--- config.mk ---
export PLATFORM = sky130hd
export DESIGN_NAME = point_in_polygon_crossing_test_core
export DESIGN_NICKNAME = d
export VERILOG_FILES = /design/src/rtl/pipc_pkg.sv /design/src/rtl/pipc_ram.sv /design/src/rtl/point_in_polygon_crossing_test_core.sv
export SDC_FILE = /design/constraint.sdc
export NUM_CORES = 2
export LEC_CHECK = 0
export ABC_AREA = 1
export BUFFER_PORTS_ARGS = -buffer_cell sky130_fd_sc_hd__clkbuf_2
export CAP_MARGIN = 20
export CORE_MARGIN = 10
export CORE_UTILIZATION = 64
export DETAILED_ROUTE_END_ITERATION = 8
export PLACE_DENSITY_LB_ADDON = 0.1
export SYNTH_ARGS = -nofsm -noshare
export SYNTH_HDL_FRONTEND = slang
export SYNTH_SLANG_ARGS = --single-unit
--- constraint.sdc ---
create_clock -name clk -period 7.65 [get_ports clk]
set_input_delay 1.53 -clock clk [delete_from_list [all_inputs] [get_ports clk]]
set_output_delay 1.53 -clock clk [all_outputs]
set_load 0.05 [all_outputs]
--- src/rtl/pipc_pkg.sv ---
// package for the point-in-polygon crossing test: sizes, codes and state type
`default_nettype none

package pipc_pkg;

    // polygon table size and coordinate width
    localparam int MAX_VERTICES = 64;
    localparam int COORD_W      = 16;

    // derived widths
    localparam int ADDR_W  = $clog2(MAX_VERTICES);
    localparam int CNT_W   = $clog2(MAX_VERTICES + 1);
    localparam int IDX_W   = 6;
    localparam int VCNT_W  = 7;
    localparam int DIFF_W  = COORD_W + 1;
    localparam int PROD_W  = 2 * DIFF_W;
    localparam int VERT_W  = 2 * COORD_W;

    // item modes
    localparam logic MODE_LOAD  = 1'b0;
    localparam logic MODE_QUERY = 1'b1;

    // query sequencer states
    typedef enum logic [1:0] {
        ST_IDLE,
        ST_WALK,
        ST_DRAIN
    } state_t;

endpackage

`default_nettype wire

--- src/rtl/pipc_ram.sv ---
// generic single-port-write, single-port-read ram with registered read data
`default_nettype none

module pipc_ram #(
    parameter int WIDTH = 32,
    parameter int DEPTH = 64
) (
    input  wire logic                     clk,
    input  wire logic                     we,
    input  wire logic [$clog2(DEPTH)-1:0] waddr,
    input  wire logic [WIDTH-1:0]         wdata,
    input  wire logic                     re,
    input  wire logic [$clog2(DEPTH)-1:0] raddr,
    output logic      [WIDTH-1:0]         rdata
);

    logic [WIDTH-1:0] mem [DEPTH];

    // write port
    always_ff @(posedge clk)
    begin
        if (we)
        begin
            mem[waddr] <= wdata;
        end
    end

    // registered read port
    always_ff @(posedge clk)
    begin
        if (re)
        begin
            rdata <= mem[raddr];
        end
    end

endmodule

`default_nettype wire

--- src/rtl/point_in_polygon_crossing_test_core.sv ---
// top level of the point-in-polygon crossing test: vertex ram, edge walk and crossing pipeline
`default_nettype none

// Even-odd ray-cast point-in-polygon test over a table of up to MAX_VERTICES
// signed Q8.8 vertices held in one synchronous ram. A load word (mode 0)
// writes one vertex and busy stays low. A query word (mode 1) walks the
// polygon one edge per cycle through the ram's single read port: it reads
// the last vertex in use, then vertices 0 to n-1, and feeds each edge
// through a three-stage crossing pipeline (differences, two 17x17 products,
// compare), n being vertex_count capped at MAX_VERTICES. A query holds busy;
// the result appears on inside_res with done high for exactly one cycle,
// the first cycle in which busy is low again, and must be captured then
// since it cannot be held off. With a count of zero the result (outside)
// comes in the cycle after the query is taken. A new word may be started
// in the same cycle that done is high. The user must write vertex_count
// through cfg_we/cfg_wdata only while the block is idle, unenforced by the
// block, and every vertex that a query reaches must have been loaded first.
module point_in_polygon_crossing_test_core
    import pipc_pkg::*;
(
    input  wire logic                      clk,
    input  wire logic                      rst_n,
    input  wire logic                      cfg_we,
    input  wire logic [VCNT_W-1:0]         cfg_wdata,
    input  wire logic                      start,
    output logic                           busy,
    input  wire logic                      mode,
    input  wire logic [IDX_W-1:0]          vertex_index,
    input  wire logic signed [COORD_W-1:0] coord_x,
    input  wire logic signed [COORD_W-1:0] coord_y,
    output logic                           done,
    output logic                           inside_res
);

    state_t state_reg, state_next;

    logic [VCNT_W-1:0] vertex_count_reg;
    logic [CNT_W-1:0]  n_cap;
    logic [CNT_W-1:0]  n_reg;
    logic [CNT_W-1:0]  rd_cnt_reg;
    logic signed [COORD_W-1:0] px_reg, py_reg;

    logic              accept;
    logic              load_we;
    logic              query_go;
    logic              rd_en;
    logic              rd_last;
    logic [ADDR_W-1:0] rd_addr;
    logic [VERT_W-1:0] rd_data;

    logic rdv_reg, rd_first_reg, rd_last_reg;
    logic signed [COORD_W-1:0] prev_x_reg, prev_y_reg;
    logic signed [COORD_W-1:0] cur_x, cur_y;

    logic s1_valid_reg, s1_last_reg, s1_straddle_reg, s1_dypos_reg;
    logic signed [DIFF_W-1:0] s1_la_reg, s1_lb_reg, s1_ra_reg, s1_rb_reg;

    logic s2_valid_reg, s2_last_reg, s2_straddle_reg, s2_dypos_reg;
    logic signed [PROD_W-1:0] s2_lp_reg, s2_rp_reg;

    logic straddle;
    logic left;
    logic flip;
    logic inside_reg;
    logic done_reg, inside_res_reg;

    // handshake and vertex count cap
    assign accept   = start && !busy;
    assign load_we  = accept && (mode == MODE_LOAD) && (32'(vertex_index) < MAX_VERTICES);
    assign query_go = accept && (mode == MODE_QUERY);
    assign n_cap    = (32'(vertex_count_reg) > MAX_VERTICES) ? CNT_W'(MAX_VERTICES)
                                                             : CNT_W'(vertex_count_reg);

    // configuration register
    always_ff @(posedge clk or negedge rst_n)
    begin
        if (!rst_n)
        begin
            vertex_count_reg <= '0;
        end
        else if (cfg_we)
        begin
            vertex_count_reg <= cfg_wdata;
        end
    end

    // vertex ram, x in the upper half and y in the lower half
    pipc_ram #(
        .WIDTH (VERT_W),
        .DEPTH (MAX_VERTICES)
    ) u_vert_ram (
        .clk   (clk),
        .we    (load_we),
        .waddr (ADDR_W'(vertex_index)),
        .wdata ({coord_x, coord_y}),
        .re    (rd_en),
        .raddr (rd_addr),
        .rdata (rd_data)
    );

    // next state
    always_comb
    begin
        state_next = state_reg;
        unique case (state_reg)
            ST_IDLE:
            begin
                if (query_go && (n_cap != '0))
                begin
                    state_next = ST_WALK;
                end
            end
            ST_WALK:
            begin
                if (rd_cnt_reg == n_reg)
                begin
                    state_next = ST_DRAIN;
                end
            end
            ST_DRAIN:
            begin
                if (s2_valid_reg && s2_last_reg)
                begin
                    state_next = ST_IDLE;
                end
            end
            default:
            begin
                state_next = ST_IDLE;
            end
        endcase
    end

    // sequencer outputs: first read fetches the closing vertex n-1
    always_comb
    begin
        busy    = 1'b1;
        rd_en   = 1'b0;
        rd_last = 1'b0;
        rd_addr = '0;
        unique case (state_reg)
            ST_IDLE:
            begin
                busy = 1'b0;
            end
            ST_WALK:
            begin
                rd_en   = 1'b1;
                rd_last = (rd_cnt_reg == n_reg);
                if (rd_cnt_reg == '0)
                begin
                    rd_addr = ADDR_W'(n_reg - CNT_W'(1));
                end
                else
                begin
                    rd_addr = ADDR_W'(rd_cnt_reg - CNT_W'(1));
                end
            end
            ST_DRAIN:
            begin
                busy = 1'b1;
            end
            default:
            begin
                busy = 1'b1;
            end
        endcase
    end

    // state and walk counter
    always_ff @(posedge clk or negedge rst_n)
    begin
        if (!rst_n)
        begin
            state_reg  <= ST_IDLE;
            rd_cnt_reg <= '0;
        end
        else
        begin
            state_reg <= state_next;
            if (query_go)
            begin
                rd_cnt_reg <= '0;
            end
            else if (rd_en)
            begin
                rd_cnt_reg <= rd_cnt_reg + CNT_W'(1);
            end
        end
    end

    // query operands
    always_ff @(posedge clk)
    begin
        if (query_go)
        begin
            px_reg <= coord_x;
            py_reg <= coord_y;
            n_reg  <= n_cap;
        end
    end

    // edge setup from the vertex just read and the one before it
    assign cur_x    = rd_data[VERT_W-1:COORD_W];
    assign cur_y    = rd_data[COORD_W-1:0];
    assign straddle = ((cur_y < py_reg) && (prev_y_reg >= py_reg))
                   || ((prev_y_reg < py_reg) && (cur_y >= py_reg));

    // crossing compare, sense follows the edge direction
    assign left = s2_dypos_reg ? (s2_lp_reg < s2_rp_reg) : (s2_rp_reg < s2_lp_reg);
    assign flip = s2_valid_reg && s2_straddle_reg && left;

    // pipeline control
    always_ff @(posedge clk or negedge rst_n)
    begin
        if (!rst_n)
        begin
            rdv_reg        <= 1'b0;
            rd_first_reg   <= 1'b0;
            rd_last_reg    <= 1'b0;
            s1_valid_reg   <= 1'b0;
            s1_last_reg    <= 1'b0;
            s2_valid_reg   <= 1'b0;
            s2_last_reg    <= 1'b0;
            inside_reg     <= 1'b0;
            done_reg       <= 1'b0;
            inside_res_reg <= 1'b0;
        end
        else
        begin
            rdv_reg      <= rd_en;
            rd_first_reg <= rd_en && (rd_cnt_reg == '0);
            rd_last_reg  <= rd_last;
            s1_valid_reg <= rdv_reg && !rd_first_reg;
            s1_last_reg  <= rdv_reg && rd_last_reg;
            s2_valid_reg <= s1_valid_reg;
            s2_last_reg  <= s1_last_reg;

            if (query_go)
            begin
                inside_reg <= 1'b0;
            end
            else if (flip)
            begin
                inside_reg <= !inside_reg;
            end

            // result strobe: empty polygon answers at once
            done_reg <= 1'b0;
            if (query_go && (n_cap == '0))
            begin
                done_reg       <= 1'b1;
                inside_res_reg <= 1'b0;
            end
            else if (s2_valid_reg && s2_last_reg)
            begin
                done_reg       <= 1'b1;
                inside_res_reg <= inside_reg ^ flip;
            end
        end
    end

    // pipeline payload
    always_ff @(posedge clk)
    begin
        if (rdv_reg)
        begin
            prev_x_reg <= cur_x;
            prev_y_reg <= cur_y;
        end
        s1_straddle_reg <= straddle;
        s1_dypos_reg    <= (prev_y_reg > cur_y);
        s1_la_reg       <= DIFF_W'(py_reg) - DIFF_W'(cur_y);
        s1_lb_reg       <= DIFF_W'(prev_x_reg) - DIFF_W'(cur_x);
        s1_ra_reg       <= DIFF_W'(px_reg) - DIFF_W'(cur_x);
        s1_rb_reg       <= DIFF_W'(prev_y_reg) - DIFF_W'(cur_y);
        s2_straddle_reg <= s1_straddle_reg;
        s2_dypos_reg    <= s1_dypos_reg;
        s2_lp_reg       <= s1_la_reg * s1_lb_reg;
        s2_rp_reg       <= s1_ra_reg * s1_rb_reg;
    end

    assign done       = done_reg;
    assign inside_res = inside_res_reg;

    // a result never shows while a walk is still running
    a_done_idle: assert property (@(posedge clk) disable iff (!rst_n)
        done |-> !busy)
        else $error("result strobe while busy");

    // an accepted query either starts a walk or answers at once
    a_query_moves: assert property (@(posedge clk) disable iff (!rst_n)
        (start && !busy && (mode == MODE_QUERY)) |=> (busy || done))
        else $error("query accepted but neither walking nor answered");

    // edges only reach the compare stage during a query
    a_edge_busy: assert property (@(posedge clk) disable iff (!rst_n)
        s2_valid_reg |-> busy)
        else $error("edge in pipeline while idle");

    // a result follows a walk or an empty query, never a load
    a_done_cause: assert property (@(posedge clk) disable iff (!rst_n)
        done |-> ($past(busy) || $past(start && (mode == MODE_QUERY))))
        else $error("result without a query");

endmodule

`default_nettype wire
Word level (Yosys, flattened, before mapping)
Memories as Yosys holds them, arrays and structs flattened. A register that Yosys moved wholly into a read port is not among the register bits.
Index checks and enable logic that the tools add are counted.
{"block": "classes", "addsub": 7, "mul": 2, "n_lt_le_gt_ge": 8, "n_eq_ne": 6, "n_mux": 21, "bitwise": 2, "n_reduce_logical": 24}
{"op": "34-bit < comparator", "count": 2}
{"op": "17-bit by 17-bit multiplier with 34-bit output", "count": 2}
{"op": "16-bit by 16-bit subtractor with 17-bit output", "count": 4}
{"op": "16-bit greater-or-equal comparator", "count": 2}
{"op": "16-bit < comparator", "count": 2}
{"op": "7-bit two-way mux", "count": 3}
{"op": "16-bit > comparator", "count": 1}
{"op": "7-bit logical NOT", "count": 2}
{"op": "1-bit logical AND", "count": 13}
{"op": "1-bit two-way mux", "count": 12}
{"op": "6-bit two-way mux", "count": 2}
{"op": "6-bit by 1-bit subtractor with 6-bit output, second input constant", "count": 2}
{"op": "7-bit by 1-bit adder with 7-bit output, second input constant", "count": 1}
{"op": "7-bit == test", "count": 1}
{"op": "7-bit > comparator, second input constant", "count": 1}
{"op": "7-bit nonzero test", "count": 1}
{"op": "2-bit two-way mux", "count": 3}
{"op": "2-bit case mux with 3 select lines", "count": 1}
{"op": "2-bit nonzero test", "count": 3}
{"op": "2-bit inequality test, second input constant", "count": 2}
{"op": "3-bit AND reduction", "count": 1}
{"op": "2-bit by 1-bit == test with 1-bit output, second input constant", "count": 1}
{"op": "2-bit == test, second input constant", "count": 1}
{"op": "1-bit logical NOT", "count": 2}
{"op": "other kinds (5)", "count": 5}
{"block": "totals", "ff_bits": 237, "mem_bits_rw": 2048, "in_bits": 50, "mem_count": 1}
{"name": "u_vert_ram.mem", "depth": 64, "width": 32, "rd": 1, "rd_clocked_by_memory_dff": 1, "wr": 1, "line": "pipc_ram.sv:17", "source": "logic [WIDTH-1:0] mem [DEPTH];"}

Logic depth before layout (Yosys ltp)
{"block": "logic_depth", "ltp_word": 6, "depth_mapped": 28, "mapped_depth_nobuf": 26}

Modules after synthesis
From an unflattened synthesis, not the netlist that was laid out.
{"block": "hier_totals", "cells_unflattened": 10628, "hier_area_um2": 116148.9}
{"mod": "pipc_ram", "n_inst": 1, "cells_each": 6769, "area_per_inst_um2": 83058.4, "seq_area_each_um2": 62459.9}
{"mod": "point_in_polygon_crossing_test_core", "n_inst": 1, "cells_each": 3859, "area_per_inst_um2": 33090.5, "seq_area_each_um2": 5585.4}

Least setup slack after synthesis
Ideal clock, no wire load.
{"block": "synth_timing", "path_kind": "reg2reg", "from": "reg s1_la_reg[16]", "to": "reg s2_lp_reg[30]", "setup_time_ns": 0.072, "arrival_time_ns": 5.662, "required_ns": 7.578, "setup_slack_ns": 1.916, "path_stages_with_launch": 21, "path_buffers": 2, "period_less_slack_ns": 5.734, "path_cell_list": "dfxtp_1 > clkbuf_1 > clkbuf_1 > nand2_1 > inv_1 > fa_1 > fa_1 > fa_1 > fa_1 > fa_1 > inv_1 > fa_1 > inv_1 > ha_1 > a21oi_1 > o21ai_0 > a21oi_1 > nand3_1 > a21o_1 > a21oi_1 > xor2_1"}
{"block": "synth_between", "elab_chain_cells": 1}
{"element": "from (decl)", "line": "point_in_polygon_crossing_test_core.sv:56", "source": "logic signed [DIFF_W-1:0] s1_la_reg, s1_lb_reg, s1_ra_reg, s1_rb_reg;"}
{"element": "from (signal assigned)", "line": "point_in_polygon_crossing_test_core.sv:273", "source": "s1_la_reg <= DIFF_W'(py_reg) - DIFF_W'(cur_y);"}
{"element": "17-bit by 17-bit multiplier with 34-bit output", "line": "point_in_polygon_crossing_test_core.sv:279", "source": "s2_lp_reg <= s1_la_reg * s1_lb_reg;"}
{"element": "to (signal assigned)", "line": "point_in_polygon_crossing_test_core.sv:279"}
{"element": "to (decl)", "line": "point_in_polygon_crossing_test_core.sv:59", "source": "logic signed [PROD_W-1:0] s2_lp_reg, s2_rp_reg;"}
No other way between the ends.
A chain may end at the register's enable or synchronous reset.

Final worst setup path
{"block": "layout_timing", "from": "reg s1_rb_reg[2]", "to": "reg s2_rp_reg[33]"}
{"block": "layout_between", "elab_chain_cells": 1}
{"element": "from (decl)", "line": "point_in_polygon_crossing_test_core.sv:56"}
{"element": "from (signal assigned)", "line": "point_in_polygon_crossing_test_core.sv:276", "source": "s1_rb_reg <= DIFF_W'(prev_y_reg) - DIFF_W'(cur_y);"}
{"element": "17-bit by 17-bit multiplier with 34-bit output", "line": "point_in_polygon_crossing_test_core.sv:280", "source": "s2_rp_reg <= s1_ra_reg * s1_rb_reg;"}
{"element": "to (signal assigned)", "line": "point_in_polygon_crossing_test_core.sv:280"}
{"element": "to (decl)", "line": "point_in_polygon_crossing_test_core.sv:59"}
No other way between the ends.

==> out/results.tsv <==
stage	metric	value	unit
run_status	status	finished clean	
layout	nets	11000	
floorplanning	ios	53	
synth	ys.flop_type	edfxtp_1	
floorplanning	row_count	157	
clock_network	hold_buffers	0	
place	port_buffers	52	
worst_setup_path	cp_max_fo	17	
place	hpwlAfterDp	191	mm
global_routing	grt_pass1_wl	474	mm
global_routing	grtUsageTotal	31.1	%
synth	avgSynthCellArea	11.6	sq um
layout	syn_to_final_growth	8.58	%
drt	drt_pass1_iterations	6	
worst_setup_path	crit_path_cell_trace	nand2_1 -> inv_1 -> fa_1 -> fa_1 -> fa_1 -> fa_1 -> fa_1 -> inv_1 -> fa_1 -> inv_1 -> ha_1 -> a21oi_1 -> o21ai_0 -> a21oi_1 -> nand3_1 -> nand2_1 -> nand2_1 -> a21boi_0 -> o21ai_0 -> xor2_1	
sta	fin_crit_sh	83.9	%
drt	final_antenna_net_count	0	
synth	syn-num-nets	11100	
floorplanning	core	183000	sq um
worst_setup_path	cp_top_family	adder cells	
global_routing	overflow	0	
hold_path	hold_start	s1_last_reg	
worst_setup_path	max_stage_delay	800	ps
sta	finalMaxSlewViolations	0	
synth	synth.area.top_cells	edfxtp_1 (55%), fa_1 (10%), o211ai_1 (6.6%)	
worst_setup_path	cp.arrival	7120	ps
worst_setup_path	startpoint	s1_rb_reg[2]	
drt	wl	316	mm
synth	ys_seq_elements	2317	
floorplanning	die_x	449	um
clock_network	clock_sinks	2317	
synth	yosysSeqAreaShare	57.8	%
sta	hold_viol	0	
job	maxCapViolations	0	
worst_setup_path	critical_path_class	flop to flop	
worst_setup_path	crit_top_cell	fa_1	
layout	drive_gt1_share	6.35	%
worst_setup_path	cp.required	8350	ps
global_routing	grt_max_degree	224	
synth	synth_top_area_share	54.9	%
sta	finalSetupTns	0	ps
drt	avgRoutedWirePerCell	24.9	um
synth	yosysWarnings	0	
synth	synth_edf_count	2151	
clock_network	cts_root_buffer	clkbuf_16	
clock_network	clkTransAtPathRegs	60	ps
sta	setup_violations	0	
synth	synth_largest_area_cell	edfxtp_1	
synth	synth_cells	10200	
worst_setup_path	timing.critical_path.from_type	flop	
floorplanning	die_h	449	um
sta	worst_slew_pin_slew	1230	ps
clock_network	cts_buffers	225	
synth	synthArstFlopShare	1.12	%
place	gp_congestion	0.901	
layout	post-route-util	69.9	%
clock_network	post_cts_buffers	0	
drt	dr.first_iter.drc_count	8847	
worst_setup_path	cp_slowest_cell	dfxtp_1	
clock_network	clk_path_buf_depth	3	
global_routing	first_global_vias	75500	
sta	min_period	6420	ps
layout	largest_register_ffs	2048	
worst_setup_path	rr_startpoint	s1_rb_reg[2]	
worst_setup_path	critPathBufInv	3	
hold_path	hold_class	flop to flop	
clock_network	htreeDepth	4	
drt	route.detailed.drc	0	
worst_setup_path	end_kind	flop	
sta	rsz0062_at_grt	no	
sta	clock.fmax	156	MHz
clock_network	cts_tree	done	
synth	synth_area	118000	sq um
global_routing	antenna_found_initial	11	
drt	vias_per_cell	6.03	
sta	maxSlewHeadroom	17.8	%
floorplanning	die_area	201000	sq um
synth	ys_types	54	
clock_network	ctsResizeCount	0	
sta	fin_skew	76.9	ps
clock_network	clkLatencyLatePin	900	ps
drt	vias	76600	
floorplanning	start_util	64.3	%
==> synthesized netlist by cell type, drive strengths merged (56+ instances only) <==
cell type / number
a21oi: 147
buf: 252
clkbuf: 328
dfxtp: 140
edfxtp: 2151
fa: 596
ha: 289
inv: 1766
nand2: 1495
nand3: 960
nor2: 190
o211ai: 1027
o21ai: 153
or2: 395
xnor2: 56
xor2: 84
==> worst paths after layout <==
check	to	slack, ps	depth (start not counted)
max	s2_rp_reg[33]	1230	20
min reg2reg	s2_last_reg	310	0
max reg2reg	s2_rp_reg[33]	1230	20
min in group asynchronous	vertex_count_reg[6]	680	1
min	s2_last_reg	310	0
max in group asynchronous	s1_last_reg	6480	1
==> cell usage in the layout, fill, tap and decap left out, drive strengths merged, types with 2 or more instances in the layout <==
cell type	n
edfxtp	2151
inv	1769
nand2	1495
o211ai	1027
nand3	960
fa	596
or2	395
clkbuf	338
ha	289
nor2	190
buf	166
o21ai	153
a21oi	147
dfxtp	140
clkinv	105
xor2	84
xnor2	56
dfrtp	26
nor3	23
nand4	19
bufinv	16
a21o	10
a21boi	9
o21bai	9
nor4	8
clkinvlp	8
o21a	6
a31oi	6
diode	5
o31ai	5
o2111ai	4
a221oi	4
a211oi	3
and2	2
nor3b	2
nand3b	2
==> logic make-up (layout without fill, tap and decap cells) <==
kind of cell	after synthesis	count (layout)	synth area share [%]
compound gates	1388	1388	8.24
xor+xnor	140	140	1.04
fa+ha+maj	885	885	13.2
buf+inv	2347	2402	7.78
flops	2317	2317	57.8
mux	1	1	0.00957
other cells	0	5	0
simple gates	3097	3097	11.9
==> stage by stage <==
step / setup slack, ps / hold slack (ps) / area, sq um / instances
floorplan: 1920 / 310 / 118000 / 10200
global placement: 1380 / 317 / 121000 / 12300
detailed placement: 1300 / 331 / 121000 / 12300
CTS: 1280 / 317 / 128000 / 12700
global route: 790 / 336 / 128000 / 12700
finish: 1230 / 312 / 128000 / 12700
==> layout make-up <==
type | instances | area (sq um)
clock inverters | 131 | 1290
diodes | 5 | 12.5
well taps | 2464 | 3080
inverters | 1767 | 6660
repair buffers | 218 | 1760
clock buffers | 286 | 5940
fillers | 12900 | 55100
multi-input cells | 5511 | 41000
flip-flops and latches | 2317 | 68000
==> metal layers <==
layer / vias to the layer above / track usage, % / share of wire, %
met1: 37700 / 42.4 / 38
met2: 3859 / 49.2 / 47
met5: - / 0 / 0.021
met4: 10 / 14.8 / 5.5
li1: 34300 / - / -
met3: 701 / 4.90 / 9.5
Power is left out: the tool's default activity adds up to more than one toggle a clock period on the data nets, which glitch-free logic cannot reach.
